`src/rtl/bb3_pkg.sv`:
```
// ----------------------------------------------------------------------------
// bb3_pkg
// Shared types, register indexes and arithmetic helpers of the 3x3 box blur.
// ----------------------------------------------------------------------------
`timescale 1ns / 1ps

package bb3_pkg;

    localparam int CH_W       = 8;                 // bits per color channel
    localparam int N_CH       = 3;                 // red, green, blue
    localparam int PIX_W      = CH_W * N_CH;       // packed pixel, red in low byte
    localparam int N_TAPS     = 9;
    localparam int SUM_W      = 12;                // nine 8-bit samples: max 2295

    // configuration port
    localparam int CFG_IDX_W    = 1;
    localparam int WIDTH_REG_W  = 12;
    localparam int HEIGHT_REG_W = 13;
    localparam int CFG_DATA_W   = 13;

    localparam logic [CFG_IDX_W-1:0] REG_IMAGE_WIDTH  = 1'b0;
    localparam logic [CFG_IDX_W-1:0] REG_IMAGE_HEIGHT = 1'b1;

    localparam logic [WIDTH_REG_W-1:0]  IMAGE_WIDTH_RST  = 12'd640;
    localparam logic [HEIGHT_REG_W-1:0] IMAGE_HEIGHT_RST = 13'd480;

    localparam int MIN_DIM = 3;

    // floor(x / 9) = (x * 7282) >> 16, exact for x < 32768
    localparam int RECIP_W = 13;
    localparam logic [RECIP_W-1:0] DIV9_RECIP = 13'd7282;
    localparam int DIV9_SHIFT = 16;

    typedef logic [PIX_W-1:0] t_pixel;

    // per-transaction decisions made at the input, carried down the pipe
    typedef struct packed {
        logic keep;         // item enters the pipe (pixel, or flush with work)
        logic is_pixel;     // pixel item: writes line store, shifts window
        logic emit;         // produces a result
        logic blur;         // result is the 3x3 average
        logic flush_upper;  // flush result comes from the upper line
        logic frame_end;    // result is the last pixel of the frame
    } t_item_ctl;

    function automatic logic [CH_W-1:0] div9(input logic [SUM_W-1:0] x);
        logic [SUM_W+RECIP_W-1:0] prod;
        prod = {{RECIP_W{1'b0}}, x} * {{SUM_W{1'b0}}, DIV9_RECIP};
        return prod[DIV9_SHIFT +: CH_W];
    endfunction

endpackage

```
`src/rtl/bb3_ctrl.sv`:
```
// ----------------------------------------------------------------------------
// bb3_ctrl
// Geometry registers, position counters and pending count; decides per item
// where the line store is read and what the result will be.
// ----------------------------------------------------------------------------
`timescale 1ns / 1ps

module bb3_ctrl import bb3_pkg::*; #(
    parameter int MAX_WIDTH  = 2048,
    parameter int MAX_HEIGHT = 4096,
    localparam int CW = $clog2(MAX_WIDTH)
) (
    input  logic                  i_clk,
    input  logic                  i_rst_n,
    input  logic                  i_cfg_we,
    input  logic [CFG_IDX_W-1:0]  i_cfg_addr,
    input  logic [CFG_DATA_W-1:0] i_cfg_wdata,
    input  logic                  i_accept,
    input  logic                  i_is_flush,
    output t_item_ctl             o_ctl,
    output logic [CW-1:0]         o_addr
);

    localparam int PW = $clog2(MAX_WIDTH + 3);   // w, w+1, col+2
    localparam int RW = $clog2(MAX_HEIGHT);
    localparam int HW = $clog2(MAX_HEIGHT + 3);

    logic [WIDTH_REG_W-1:0]  r_image_width;
    logic [HEIGHT_REG_W-1:0] r_image_height;
    logic [CW-1:0]           r_in_col,  n_in_col;
    logic [CW-1:0]           r_out_col, n_out_col;
    logic [RW-1:0]           r_out_row, n_out_row;
    logic [PW-1:0]           r_pending, n_pending;

    logic [31:0]   w_tmp, h_tmp;
    logic [PW-1:0] eff_w, w_full, ic_x, oc_x, pend_d, dd;
    logic [HW-1:0] eff_h, or_x;
    logic [PW:0]   t_addr;
    logic          emit, blur, frame_end, flush_upper, has_pending;

    always_ff @(posedge i_clk) begin
        if (!i_rst_n) begin
            r_image_width  <= IMAGE_WIDTH_RST;
            r_image_height <= IMAGE_HEIGHT_RST;
        end else if (i_cfg_we) begin
            case (i_cfg_addr)
                REG_IMAGE_WIDTH:  r_image_width  <= i_cfg_wdata[WIDTH_REG_W-1:0];
                REG_IMAGE_HEIGHT: r_image_height <= i_cfg_wdata[HEIGHT_REG_W-1:0];
                default: ;
            endcase
        end
    end

    always_comb begin
        // clamp geometry to the supported range
        w_tmp = 32'(r_image_width);
        if (w_tmp < 32'(MIN_DIM))   w_tmp = 32'(MIN_DIM);
        if (w_tmp > 32'(MAX_WIDTH)) w_tmp = 32'(MAX_WIDTH);
        h_tmp = 32'(r_image_height);
        if (h_tmp < 32'(MIN_DIM))    h_tmp = 32'(MIN_DIM);
        if (h_tmp > 32'(MAX_HEIGHT)) h_tmp = 32'(MAX_HEIGHT);
        eff_w  = w_tmp[PW-1:0];
        eff_h  = h_tmp[HW-1:0];
        w_full = eff_w + PW'(1);

        ic_x = PW'(r_in_col);
        oc_x = PW'(r_out_col);
        or_x = HW'(r_out_row);

        has_pending = (r_pending != '0);

        // flush source: oldest pending pixel, (in_col - depth) mod width
        pend_d      = (r_pending > w_full) ? w_full : r_pending;
        flush_upper = (pend_d == w_full);
        dd          = flush_upper ? PW'(1) : pend_d;
        t_addr      = {1'b0, ic_x} - {1'b0, dd};
        if (t_addr[PW]) t_addr = t_addr + {1'b0, eff_w};

        emit      = i_is_flush ? has_pending : (r_pending >= w_full);
        blur      = (or_x >= HW'(1)) && ((or_x + HW'(2)) <= eff_h) &&
                    (oc_x >= PW'(1)) && ((oc_x + PW'(2)) <= eff_w);
        frame_end = (or_x == (eff_h - HW'(1))) && (oc_x == (eff_w - PW'(1)));

        o_ctl.keep        = !i_is_flush || has_pending;
        o_ctl.is_pixel    = !i_is_flush;
        o_ctl.emit        = emit;
        o_ctl.blur        = blur && emit && !i_is_flush;
        o_ctl.flush_upper = flush_upper && i_is_flush;
        o_ctl.frame_end   = frame_end;
        o_addr            = i_is_flush ? t_addr[CW-1:0] : r_in_col;

        n_pending = r_pending;
        n_in_col  = r_in_col;
        n_out_col = r_out_col;
        n_out_row = r_out_row;
        if (i_accept) begin
            if (i_is_flush) begin
                if (has_pending) n_pending = pend_d - PW'(1);
            end else begin
                n_pending = emit ? w_full : (r_pending + PW'(1));
                n_in_col  = ((ic_x + PW'(1)) >= eff_w) ? '0 : (r_in_col + CW'(1));
            end
            if (emit) begin
                if ((oc_x + PW'(1)) >= eff_w) begin
                    n_out_col = '0;
                    n_out_row = ((or_x + HW'(1)) >= eff_h) ? '0 : (r_out_row + RW'(1));
                end else begin
                    n_out_col = r_out_col + CW'(1);
                end
            end
        end
    end

    always_ff @(posedge i_clk) begin
        if (!i_rst_n) begin
            r_in_col  <= '0;
            r_out_col <= '0;
            r_out_row <= '0;
            r_pending <= '0;
        end else begin
            r_in_col  <= n_in_col;
            r_out_col <= n_out_col;
            r_out_row <= n_out_row;
            r_pending <= n_pending;
        end
    end

`ifndef SYNTH
    a_pend_bound: assert property (@(posedge i_clk) disable iff (!i_rst_n)
        $past(i_accept && !i_cfg_we) |-> (r_pending <= w_full))
        else $error("pending count above row length plus one");

    a_in_col: assert property (@(posedge i_clk) disable iff (!i_rst_n)
        $past(i_accept && !i_is_flush && !i_cfg_we) |-> (PW'(r_in_col) < eff_w))
        else $error("input column out of row after pixel");

    a_out_col: assert property (@(posedge i_clk) disable iff (!i_rst_n)
        $past(i_accept && emit && !i_cfg_we) |-> (PW'(r_out_col) < eff_w))
        else $error("output column out of row after result");
`endif

endmodule

```
`config.mk`:
```
export PLATFORM = sky130hd
export DESIGN_NAME = bb3_ctrl
export DESIGN_NICKNAME = d
export VERILOG_FILES = /design/src/rtl/bb3_pkg.sv /design/src/rtl/bb3_ctrl.sv
export SDC_FILE = /design/constraint.sdc
export NUM_CORES = 1
export LEC_CHECK = 0
export BUFFER_PORTS_ARGS = -buffer_cell sky130_fd_sc_hd__clkbuf_2
export CAP_MARGIN = 20
export CELL_PAD_IN_SITES_DETAIL_PLACEMENT = 0
export CELL_PAD_IN_SITES_GLOBAL_PLACEMENT = 2
export CORE_UTILIZATION = 35
export CTS_BUF_LIST = sky130_fd_sc_hd__clkbuf_8
export DETAILED_ROUTE_END_ITERATION = 10
export PLACE_DENSITY_LB_ADDON = 0.15
export REMOVE_ABC_BUFFERS = 1
export SLEW_MARGIN = 10
export SYNTH_ARGS = -nofsm -noshare
export SYNTH_HDL_FRONTEND = slang
export SYNTH_SLANG_ARGS = --single-unit
```
`constraint.sdc`:
```
create_clock -name i_clk -period 10 [get_ports i_clk]
set_clock_uncertainty 0.15 [all_clocks]
set_input_delay 2 -clock i_clk [delete_from_list [all_inputs] [get_ports i_clk]]
set_output_delay 2 -clock i_clk [all_outputs]
set_load 0.05 [all_outputs]
```
==> qor.csv, run 1 <==
stage,metric,value,unit
die,core_region_area,24200,sq um
finish,layout-drive-gt1-share,9.76,%
drt,first_pass_iters,5,
pwr,p_sw,0.000805,W
synth,yosysWarnings,0,
drt,wl,29000,um
setup_path,crit_end,o_addr[10],
global_routing,grt_overflow,0,
global_routing,grt_max_degree,43,
clocking,clock-sinks,71,
synth,ys_ff_latch,71,
setup_path,r2r-start,r_image_width[7]$_SDFFE_PN1P_,
setup_path,cpLargestDelayFamily,compound AO/OA/AOI/OAI gates,
global_routing,grt_pass1_vias,7788,
clocking,cts_tree,built,
clocking,clock_latency,390,ps
synth,synth_top_flop_cell,dfxtp_1,
clocking,cts_hold_buf,0,
synth,synth_edf_count,0,
run_status,status,"finished, final reports clean",
die,die_h,159,um
drt,vias_per_cell,5.59,
global_routing,antenna_found_initial,0,
global_routing,busiest_layer,met2,
drt,dr_total_vias,8343,
sta,hold_viol,0,
pwr,p_leak,4.17,nW
clocking,h-tree-depth,3,
setup_path,rrSetupSlack,4160,ps
setup_path,crit_fanout,7,
global_routing,grt.met2_usage,35.0,%
setup_path,cp_slowest_cell,or4_4,
drt,ant_nets,0,
worst_hold_path,hold_depth,2,
sta,fmax,104,MHz
die,core.rowCount,57,
synth,ys_types,76,
die,die_area,25200,sq um
clocking,root_buffer,clkbuf_8,
clocking,cts_buffers,9,
setup_path,setup.worst_path.start,r_image_width[7]$_SDFFE_PN1P_,
global_routing,grt_usage,22.9,%
sta,period_share,96.2,%
global_routing,grt_first_pass_wirelength,45100,um
synth,avgSynthCellArea,7.38,sq um
pwr,sw_frac_of_total,47.6,%
sta,finalSetupTns,0,ps
sta,setup_viol,0,
die,die_x,159,um
drt,drcViolationCount,0,
pwr,total_power,0.00169,W
drt,wl_per_cell,19.4,um
setup_path,crit_path_end_kind,output pin,
pwr,p_clk_share,15.2,%
global_routing,grt_use_met1,34.0,%
clocking,clockBufferDepth,2,
sta,slew_violations,0,
setup_path,r2r-end,r_pending[6]$_SDFFE_PN0P_,
finish,area_growth,10.4,%
setup_path,critPathKind,flop to output pin,
clocking,path_clk_slew,90,ps
setup_path,cp.depth,35,
synth,netlist_area,8610,sq um
die,initial_core_util,35.5,%
synth,async_flop_share,0,%
finish,n_antenna_cell,0,
pwr,comb_power_share,64.1,%
sta,slew_headroom,30.6,%
setup_path,critical_path_buf_inv_count,6,
synth,ys_seq_area_share,16.5,%
setup_path,cpPeakStageDelay,590,ps
global_routing,met3_usage,2.80,%
setup_path,cp-start-kind,flop,
synth,syn_inst,1167,
placed_design,hpwl,22400,um
pwr,ir_drop,0.121,mV
pwr,power_density,178,nW/um^2
drt,drt-initial-drc-count,730,
worst_hold_path,hold_path.class,flop to flop,
setup_path,arrival,7470,ps
setup_path,rr_worst_depth,25,
sta,worst_pin_slew,1040,ps
placed_design,gp_congestion,0.849,
flow_run,cap_viol_max_count,0,
finish,nNetsFinal,1294,
die,ios,36,
pwr,internal_power,0.000887,W
pwr,p_seq_share,20.7,%
placed_design,io_buffers,35,
setup_path,required,7850,ps
setup_path,cp_common_cell,a21oi_2,
sta,finalCriticalPeriod,9620,ps
## tightest hold or removal path, cell delays in order, from the launching register on
cell,delay [ps]
dfxtp_1,350
nand2_1,60
a21oi_1,50
## worst min path at each step
stage	start	to	slack (ps)
after detailed placement	r_image_width[8]$_SDFFE_PN0P_	r_image_width[8]$_SDFFE_PN0P_	330
final	r_image_height[0]$_SDFFE_PN0P_	r_image_height[0]$_SDFFE_PN0P_	350
after CTS	r_image_width[8]$_SDFFE_PN0P_	r_image_width[8]$_SDFFE_PN0P_	350
after floorplan	r_image_width[10]$_SDFFE_PN0P_	r_image_width[10]$_SDFFE_PN0P_	300
after global placement	r_image_width[8]$_SDFFE_PN0P_	r_image_width[8]$_SDFFE_PN0P_	330
after global routing	r_image_width[8]$_SDFFE_PN0P_	r_image_width[8]$_SDFFE_PN0P_	380
## synth_stat cells (7+ instances only)
cell / count / share of area [%]
nand2_1: 152 / 6.6
ha_1: 110 / 16
nor2_1: 92 / 4.0
a21oi_1: 84 / 4.9
xnor2_1: 73 / 7.4
dfxtp_1: 71 / 17
xor2_1: 58 / 5.9
clkbuf_1: 56 / 2.4
o21ai_0: 46 / 2.7
inv_1: 45 / 2.0
nand3_1: 43 / 2.5
nor3_1: 28 / 1.6
a21o_1: 21 / 1.8
and3_1: 21 / 1.5
mux2i_1: 20 / 2.3
nand4_1: 20 / 1.5
nor4_1: 19 / 1.4
nor2b_1: 18 / 1.3
o21a_1: 18 / 1.6
a31oi_1: 13 / 0.94
nand2b_1: 9 / 0.65
o31ai_1: 8 / 0.70
or3_1: 8 / 0.58
buf_1: 7 / 0.31
buf_2: 7 / 0.41
## final cells by class
type / count / area, sq um
Inverter: 49 / 185
Clock inverter: 6 / 68.8
Multi-Input combinational cell: 973 / 6780
Sequential cell: 71 / 1420
Timing Repair Buffer: 59 / 508
Tap cell: 324 / 405
Clock buffer: 10 / 138
Fill cell: 2625 / 14700
## layout by cell type (no fill, tap or decap), types with 27 or more instances in the layout
master / count
a21oi_1: 79
dfxtp_1: 71
ha_1: 109
inv_1: 45
nand2_1: 152
nand3_1: 42
nor2_1: 91
nor3_1: 27
o21ai_0: 44
xnor2_1: 73
xor2_1: 58
## repair_timing
item	4_1_cts	5_1_grt
buffers inserted	0	2
cloned	0	0
pin swaps	0	3
gates resized for setup	7	15
setup endpoints to repair	2	10
## metal layers
metal  vias to the layer above  wire, um
met5                         -         0
met4                         0       352
met3                        25      1100
met2                       188     12500
met1                      4008     15000
li1                       4122         -
## per-stage QoR
| step | hold slack (ps) | std cells | setup WS, ps | utilization (%) | instance area (sq um) |
|---|---|---|---|---|---|
| after floorplan | 302 | 1093 | -599 | - | 8300 |
| after global placement | 328 | 1474 | 240 | 37.9 | 9200 |
| after detailed placement | 333 | 1474 | -20.4 | 37.9 | 9200 |
| after CTS | 348 | 1490 | 0.692 | 38.9 | 9440 |
| after global routing | 380 | 1492 | -45.4 | 39.2 | 9500 |
| final | 352 | 1492 | 377 | 39.2 | 9500 |
## flip-flops by register name, summed over array words and instances, names as in the netlist
| signal | cells |
|---|---|
| r_image_height | 13 |
| r_image_width | 12 |
| r_out_col | 11 |
| r_in_col | 11 |
| r_out_row | 12 |
| r_pending | 12 |
## cell families (layout without fill, tap and decap cells)
family	count (synthesis)	count (layout)	share of synthesized area, %
multiplexers	24	24	2.85
AO/OA/AOI/OAI	253	253	18.7
XOR/XNOR	134	134	14.2
adder cells (fa/ha/maj)	112	112	16.5
buffers and inverters	123	124	5.77
flip-flops	71	71	16.5
AND/OR/NAND/NOR	450	450	25.6
## power by group through the flow
stage	Combinational, W	Clock [W]	Sequential [W]
floorplan	0.000753	0	0.000338
global placement	0.00107	0	0.000356
detailed placement	0.00107	0	0.000355
CTS	0.00107	0.000268	0.000349
global route	0.00119	0.000277	0.000354
finish	0.00108	0.000257	0.000350
Note: power is estimated with default switching activity, not from simulation.
==> run 2: changes to the inputs <==
Clock period 10 ns to 8.4 ns, I/O delays scaled along.
==> run 2 against run 1 <==
The flow now finishes with violations (negative setup slack); first-iteration DRC count is 22% lower; critical path depth is 6 lower; wire length is 2.1% higher; combinational power is 55% higher; power is 39% higher; worst setup slack worse by 560 ps.
==> qor.csv, run 2 (synthesis gave the netlist of run 1 again) <==
stage,metric,value,unit
run_status,status,"finished, violations left",
run_status,violations,negative setup slack,
die,die_h,159,um
setup_path,cp-start-kind,flop,
global_routing,grt_usage,23.8,%
sta,slew_violations,0,
drt,wl,29600,um
sta,hold_viol,0,
clocking,cts_buffers,9,
finish,nNetsFinal,1374,
global_routing,grt_max_degree,43,
placed_design,gp_congestion,0.845,
setup_path,cp_slowest_cell,or4b_4,
finish,multi_input_area,6970,sq um
drt,drt-initial-drc-count,573,
finish,design_area,10300,sq um
sta,rsz0062_at_grt,true,
global_routing,antenna_found_initial,0,
clocking,cts_tree,built,
setup_path,rr_worst_depth,24,
pwr,p_leak,4.55,nW
global_routing,met3_usage,3.00,%
die,die_x,159,um
finish,register_area,1420,sq um
clocking,clockBufferDepth,2,
placed_design,place_area,9690,sq um
global_routing,grt_use_met1,35.4,%
finish,final_cell_mix,"149 x nand2_1, 106 x ha_1, 101 x buf_4, 91 x nor2_1, 72 x xnor2_1",
global_routing,grt_overflow,0,
global_routing,grt_first_pass_wirelength,47000,um
worst_hold_path,min_to,r_image_height[0]$_SDFFE_PN0P_,
sta,worst_slack,-182,ps
die,initial_core_util,35.5,%
worst_hold_path,holdCritStartpoint,r_image_height[0]$_SDFFE_PN0P_,
die,die_area,25200,sq um
setup_path,critPathKind,flop to output pin,
sta,finalCriticalPeriod,8580,ps
setup_path,required,6570,ps
worst_hold_path,hold_path.class,flop to flop,
drt,wl_per_cell,18.8,um
placed_design,io_buffers,35,
finish,largest_register,r_image_height,
drt,drcViolationCount,0,
global_routing,grt_pass1_vias,8289,
sta,setup_viol,3,
placed_design,hpwl,22700,um
sta,finalSetupTns,-347,ps
clocking,clock_latency,380,ps
setup_path,rrSetupSlack,2800,ps
sta,worst_pin_slew,955,ps
clocking,path_clk_slew,90,ps
die,core_region_area,24200,sq um
sta,slew_headroom,35.8,%
setup_path,arrival,6750,ps
setup_path,cpPeakStageDelay,550,ps
flow_run,cap_viol_max_count,0,
clocking,h-tree-depth,3,
drt,vias_per_cell,5.41,
finish,largest_register_ffs,13,
pwr,power_density,228,nW/um^2
finish,fill_cells,2566,
setup_path,r2r-start,r_image_width[3]$_SDFFE_PN0P_,
drt,dr_total_vias,8507,
finish,area_growth,19.3,%
die,ios,36,
sta,period_share,102,%
sta,fmax,117,MHz
clocking,root_buffer,clkbuf_8,
worst_hold_path,hold_depth,2,
setup_path,crit_fanout,3,
clocking,clock-sinks,71,
drt,first_pass_iters,5,
global_routing,grt.met2_usage,36.3,%
setup_path,crit_path_end_kind,output pin,
finish,n_antenna_cell,0,
die,core.rowCount,57,
pwr,ir_drop,0.191,mV
finish,layout-drive-gt1-share,18.7,%
finish,final_common_cell,nand2_1,
drt,ant_nets,0,
global_routing,busiest_layer,met2,
setup_path,r2r-end,r_pending[6]$_SDFFE_PN0P_,
==> run 2: cell count changes in the layout (fill, tap and decap cells not counted), moves of 4 or more <==
cell / before / now
o21ai_2: 1 / 7
a21oi_1: 79 / 63
ha_4: 0 / 4
o21ai_0: 44 / 40
buf_4: 24 / 101
a21oi_2: 5 / 20
==> run 2: critical path: cells and delay by family, from the launching register on <==
family                   cells  cell delay [ps]
AO/OA/AOI/OAI                6             1160
XOR/XNOR                     4              620
adder cells (fa/ha/maj)      4              960
buffers and inverters        4              380
flip-flops                   1              330
AND/OR/NAND/NOR             11             2940
==> run 2: repair_timing <==
| action | in CTS | in global routing |
|---|---|---|
| hold buffers | 0 | 0 |
| pin swaps | 20 | 36 |
| endpoints found under the setup margin | 11 | 11 |
| hold endpoints to repair | 0 | 0 |
| gates resized for setup | 40 | 36 |
| setup buffers | 8 | 9 |
| gates cloned | 1 | 0 |
==> run 2: final cells by class <==
class | count | area share, %
Timing Repair Buffer | 138 | 10.9
Multi-Input combinational cell | 974 | 67.8
Inverter | 49 | 1.83
Clock buffer | 9 | 1.21
Sequential cell | 71 | 13.8
Clock inverter | 7 | 0.463
Tap cell | 324 | 3.95
==> run 2: how the worst max path moves through the flow <==
stage,start,cells after the start,slack [ps],to
floorplan,r_image_width[3]$_SDFFE_PN0P_,31,-1880,o_addr[9]
global placement,r_image_width[7]$_SDFFE_PN1P_,29,-280,o_addr[10]
detailed placement,r_image_width[2]$_SDFFE_PN0P_,29,-310,o_addr[10]
CTS,r_image_width[9]$_SDFFE_PN1P_,29,-320,o_addr[10]
global route,r_image_width[2]$_SDFFE_PN0P_,33,-510,o_addr[10]
finish,r_image_width[3]$_SDFFE_PN0P_,29,-180,o_addr[10]
==> run 2: where the power goes <==
group	leakage, nW	total, W	internal [W]	switching [W]
registers	0.578	0.000413	0.000357	0.0000555
logic	3.89	0.00167	0.000806	0.000862
clock network	0.0854	0.000265	0.000107	0.000158
total	4.55	0.00235	0.00127	0.00108
==> run 2: routing by layer <==
layer / wire length (um) / up-vias
li1: - / 4277
met1: 15300 / 4020
met2: 12600 / 186
met3: 1370 / 24
met4: 367 / 0
met5: 0 / -
==> run 2: per-stage QoR <==
step                      power (W)  std cells  worst slack (ps)  hold slack [ps]  utilization (%)
after floorplan             0.00130       1093             -1880              302                -
after global placement      0.00188       1540              -278              336             40.0
after detailed placement    0.00188       1540              -307              342             40.0
after CTS                   0.00224       1563              -321              355             41.5
after global routing        0.00253       1572              -515              374             42.4
final                       0.00235       1572              -182              352             42.4
==> run 3: changes to the inputs <==
Settings changed: PLACE_DENSITY set to 0.84, PLACE_DENSITY_LB_ADDON 0.15 to unset, TNS_END_PERCENT set to 50.
==> run 3 against run 2 <==
The run still ends with negative setup slack left; global-route usage fell by 1.5 points; clock power rose by 21%; register-to-register slack barely moved; flip-flop and latch count did not move; worst setup slack got worse by 59 ps; power rose by 3.1%; via count rose by 1.4%; sequential power barely moved; core utilization rose by 0.40 points; critical path depth rose by 2; die area did not move.
==> qor.csv, run 3 (synthesis gave the netlist of run 1 again) <==
stage,metric,value,unit
die,die_h,159,um
worst_hold_path,hold_path.class,flop to flop,
setup_path,crit_fanout,5,
finish,area_growth,20.4,%
die,ios,36,
placed_design,hpwl,22000,um
sta,period_share,103,%
clocking,cts_buffers,9,
die,core_region_area,24200,sq um
global_routing,grt_pass1_vias,8206,
placed_design,place_area,9690,sq um
clocking,cts_hold_buf,0,
flow_run,cap_viol_max_count,0,
sta,rsz0062_at_grt,true,
clocking,clockBufferDepth,2,
finish,fill_cells,2495,
sta,slew_headroom,31.7,%
die,initial_core_util,35.5,%
finish,final_common_cell,nand2_1,
sta,hold_viol,0,
setup_path,r2r-start,r_image_width[2]$_SDFFE_PN0P_,
pwr,p_leak,4.59,nW
global_routing,grt_first_pass_wirelength,44900,um
global_routing,antenna_found_initial,0,
global_routing,grt_usage,22.3,%
pwr,p_seq_share,17.1,%
setup_path,crit_path_end_kind,output pin,
placed_design,gp_congestion,0.920,
drt,first_pass_iters,5,
setup_path,cpPeakStageDelay,560,ps
finish,layout-drive-gt1-share,19.4,%
sta,worst_pin_slew,1020,ps
finish,largest_register_ffs,13,
clocking,h-tree-depth,3,
pwr,power_density,233,nW/um^2
finish,final_cell_mix,"149 x nand2_1, 106 x ha_1, 100 x buf_4, 88 x nor2_1",
setup_path,arrival,6810,ps
clocking,clock_latency,380,ps
setup_path,critPathKind,flop to output pin,
pwr,p_clk_share,13.3,%
placed_design,io_buffers,35,
sta,worst_slack,-241,ps
setup_path,cp-start-kind,flop,
pwr,p_sw,0.00106,W
clocking,cts_tree,built,
finish,register_area,1420,sq um
die,die_x,159,um
drt,ant_nets,0,
sta,fmax,116,MHz
drt,wl_per_cell,18.0,um
worst_hold_path,holdCritStartpoint,r_image_height[1]$_SDFFE_PN0P_,
finish,n_antenna_cell,0,
pwr,comb_power_share,69.7,%
finish,multi_input_area,7010,sq um
drt,vias_per_cell,5.49,
die,core.rowCount,57,
clocking,root_buffer,clkbuf_8,
finish,largest_register,r_image_height,
pwr,sw_frac_of_total,43.7,%
global_routing,grt_max_degree,42,
setup_path,cpLargestDelayFamily,simple AND/OR/NAND/NOR gates,
clocking,clock-sinks,71,
finish,design_area,10400,sq um
sta,setup_viol,4,
finish,nNetsFinal,1374,
setup_path,critical_path_buf_inv_count,5,
run_status,status,"finished, violations left",
setup_path,required,6570,ps
drt,dr_total_vias,8630,
drt,drt-initial-drc-count,688,
drt,wl,28300,um
pwr,ir_drop,0.215,mV
run_status,violations,negative setup slack,
pwr,total_power,0.00242,W
clocking,path_clk_slew,80,ps
sta,finalCriticalPeriod,8640,ps
setup_path,setup.worst_path.start,r_image_width[2]$_SDFFE_PN0P_,
drt,drcViolationCount,0,
die,die_area,25200,sq um
sta,slew_violations,0,
pwr,internal_power,0.00136,W
setup_path,cp_slowest_cell,or4_4,
global_routing,grt_overflow,0,
setup_path,cp_common_cell,a21oi_2,
## run 3: final timing paths
path                            slack, ps                        endpoint  cells past startpoint
worst min-delay path                  350  r_image_height[1]$_SDFFE_PN0P_                      2
worst max-delay path                 -240                      o_addr[10]                     31
worst min register to register        350  r_image_height[1]$_SDFFE_PN0P_                      2
worst max register to register       2790       r_pending[6]$_SDFFE_PN0P_                     23
## run 3: metrics by stage
| stage | std cells | TNS (ps) | setup WS [ps] | util, % | hold slack, ps |
|---|---|---|---|---|---|
| finish | 1572 | -505 | -241 | 42.8 | 351 |
| detailed placement | 1539 | -1330 | -344 | 39.9 | 336 |
| global route | 1572 | -3210 | -592 | 42.8 | 374 |
| global placement | 1539 | -355 | -189 | 39.9 | 324 |
| CTS | 1563 | -1180 | -332 | 41.6 | 351 |
| floorplan | 1093 | -17040 | -1880 | - | 302 |
## run 3: layout make-up
class / instances / share of cell area (%)
clock buffer: 10 / 1.33
clock inverter: 6 / 0.821
inverter: 49 / 1.81
multi-input combinational: 974 / 67.6
sequential: 71 / 13.7
tap: 324 / 3.91
timing repair buffer: 138 / 10.8
## run 3: what timing repair did
action | in CTS | in global routing
endpoints found under the setup margin | 11 | 11
pin swaps | 21 | 42
gates resized for setup | 31 | 57
endpoints found under the hold margin | 0 | 0
buffers inserted | 8 | 10
cloned | 1 | 0
## run 3: power groups by stage
stage	clock network, W	registers, W	logic, W
after floorplan	0	0.000402	0.000896
after global placement	0	0.000418	0.00142
after detailed placement	0	0.000418	0.00143
after CTS	0.000330	0.000410	0.00153
after global routing	0.000339	0.000415	0.00183
final	0.000321	0.000413	0.00168
## run 3: layer usage
metal,share of wire [%],track usage (%)
met5,0,0
met4,1.6,5.96
met3,5.6,2.87
met2,45,35.6
met1,48,31.4
## run 3: worst register-to-register path, stage by stage (launching register included)
cell and delay (ps):
dfxtp_2 330, or4_4 560, nor3_4 280, o21ai_2 120, inv_2 100, ha_4 170, clkinvlp_4 80, or4b_4 550
xnor2_4 160, ha_2 320, nand2_1 70, or2_4 260, a21oi_2 170, o21ai_4 110, buf_4 150, buf_4 120
buf_4 170, a21oi_1 160, ha_1 370, nand4_1 250, mux2_2 370, or3_1 310, nand4b_1 90, o311a_1 160
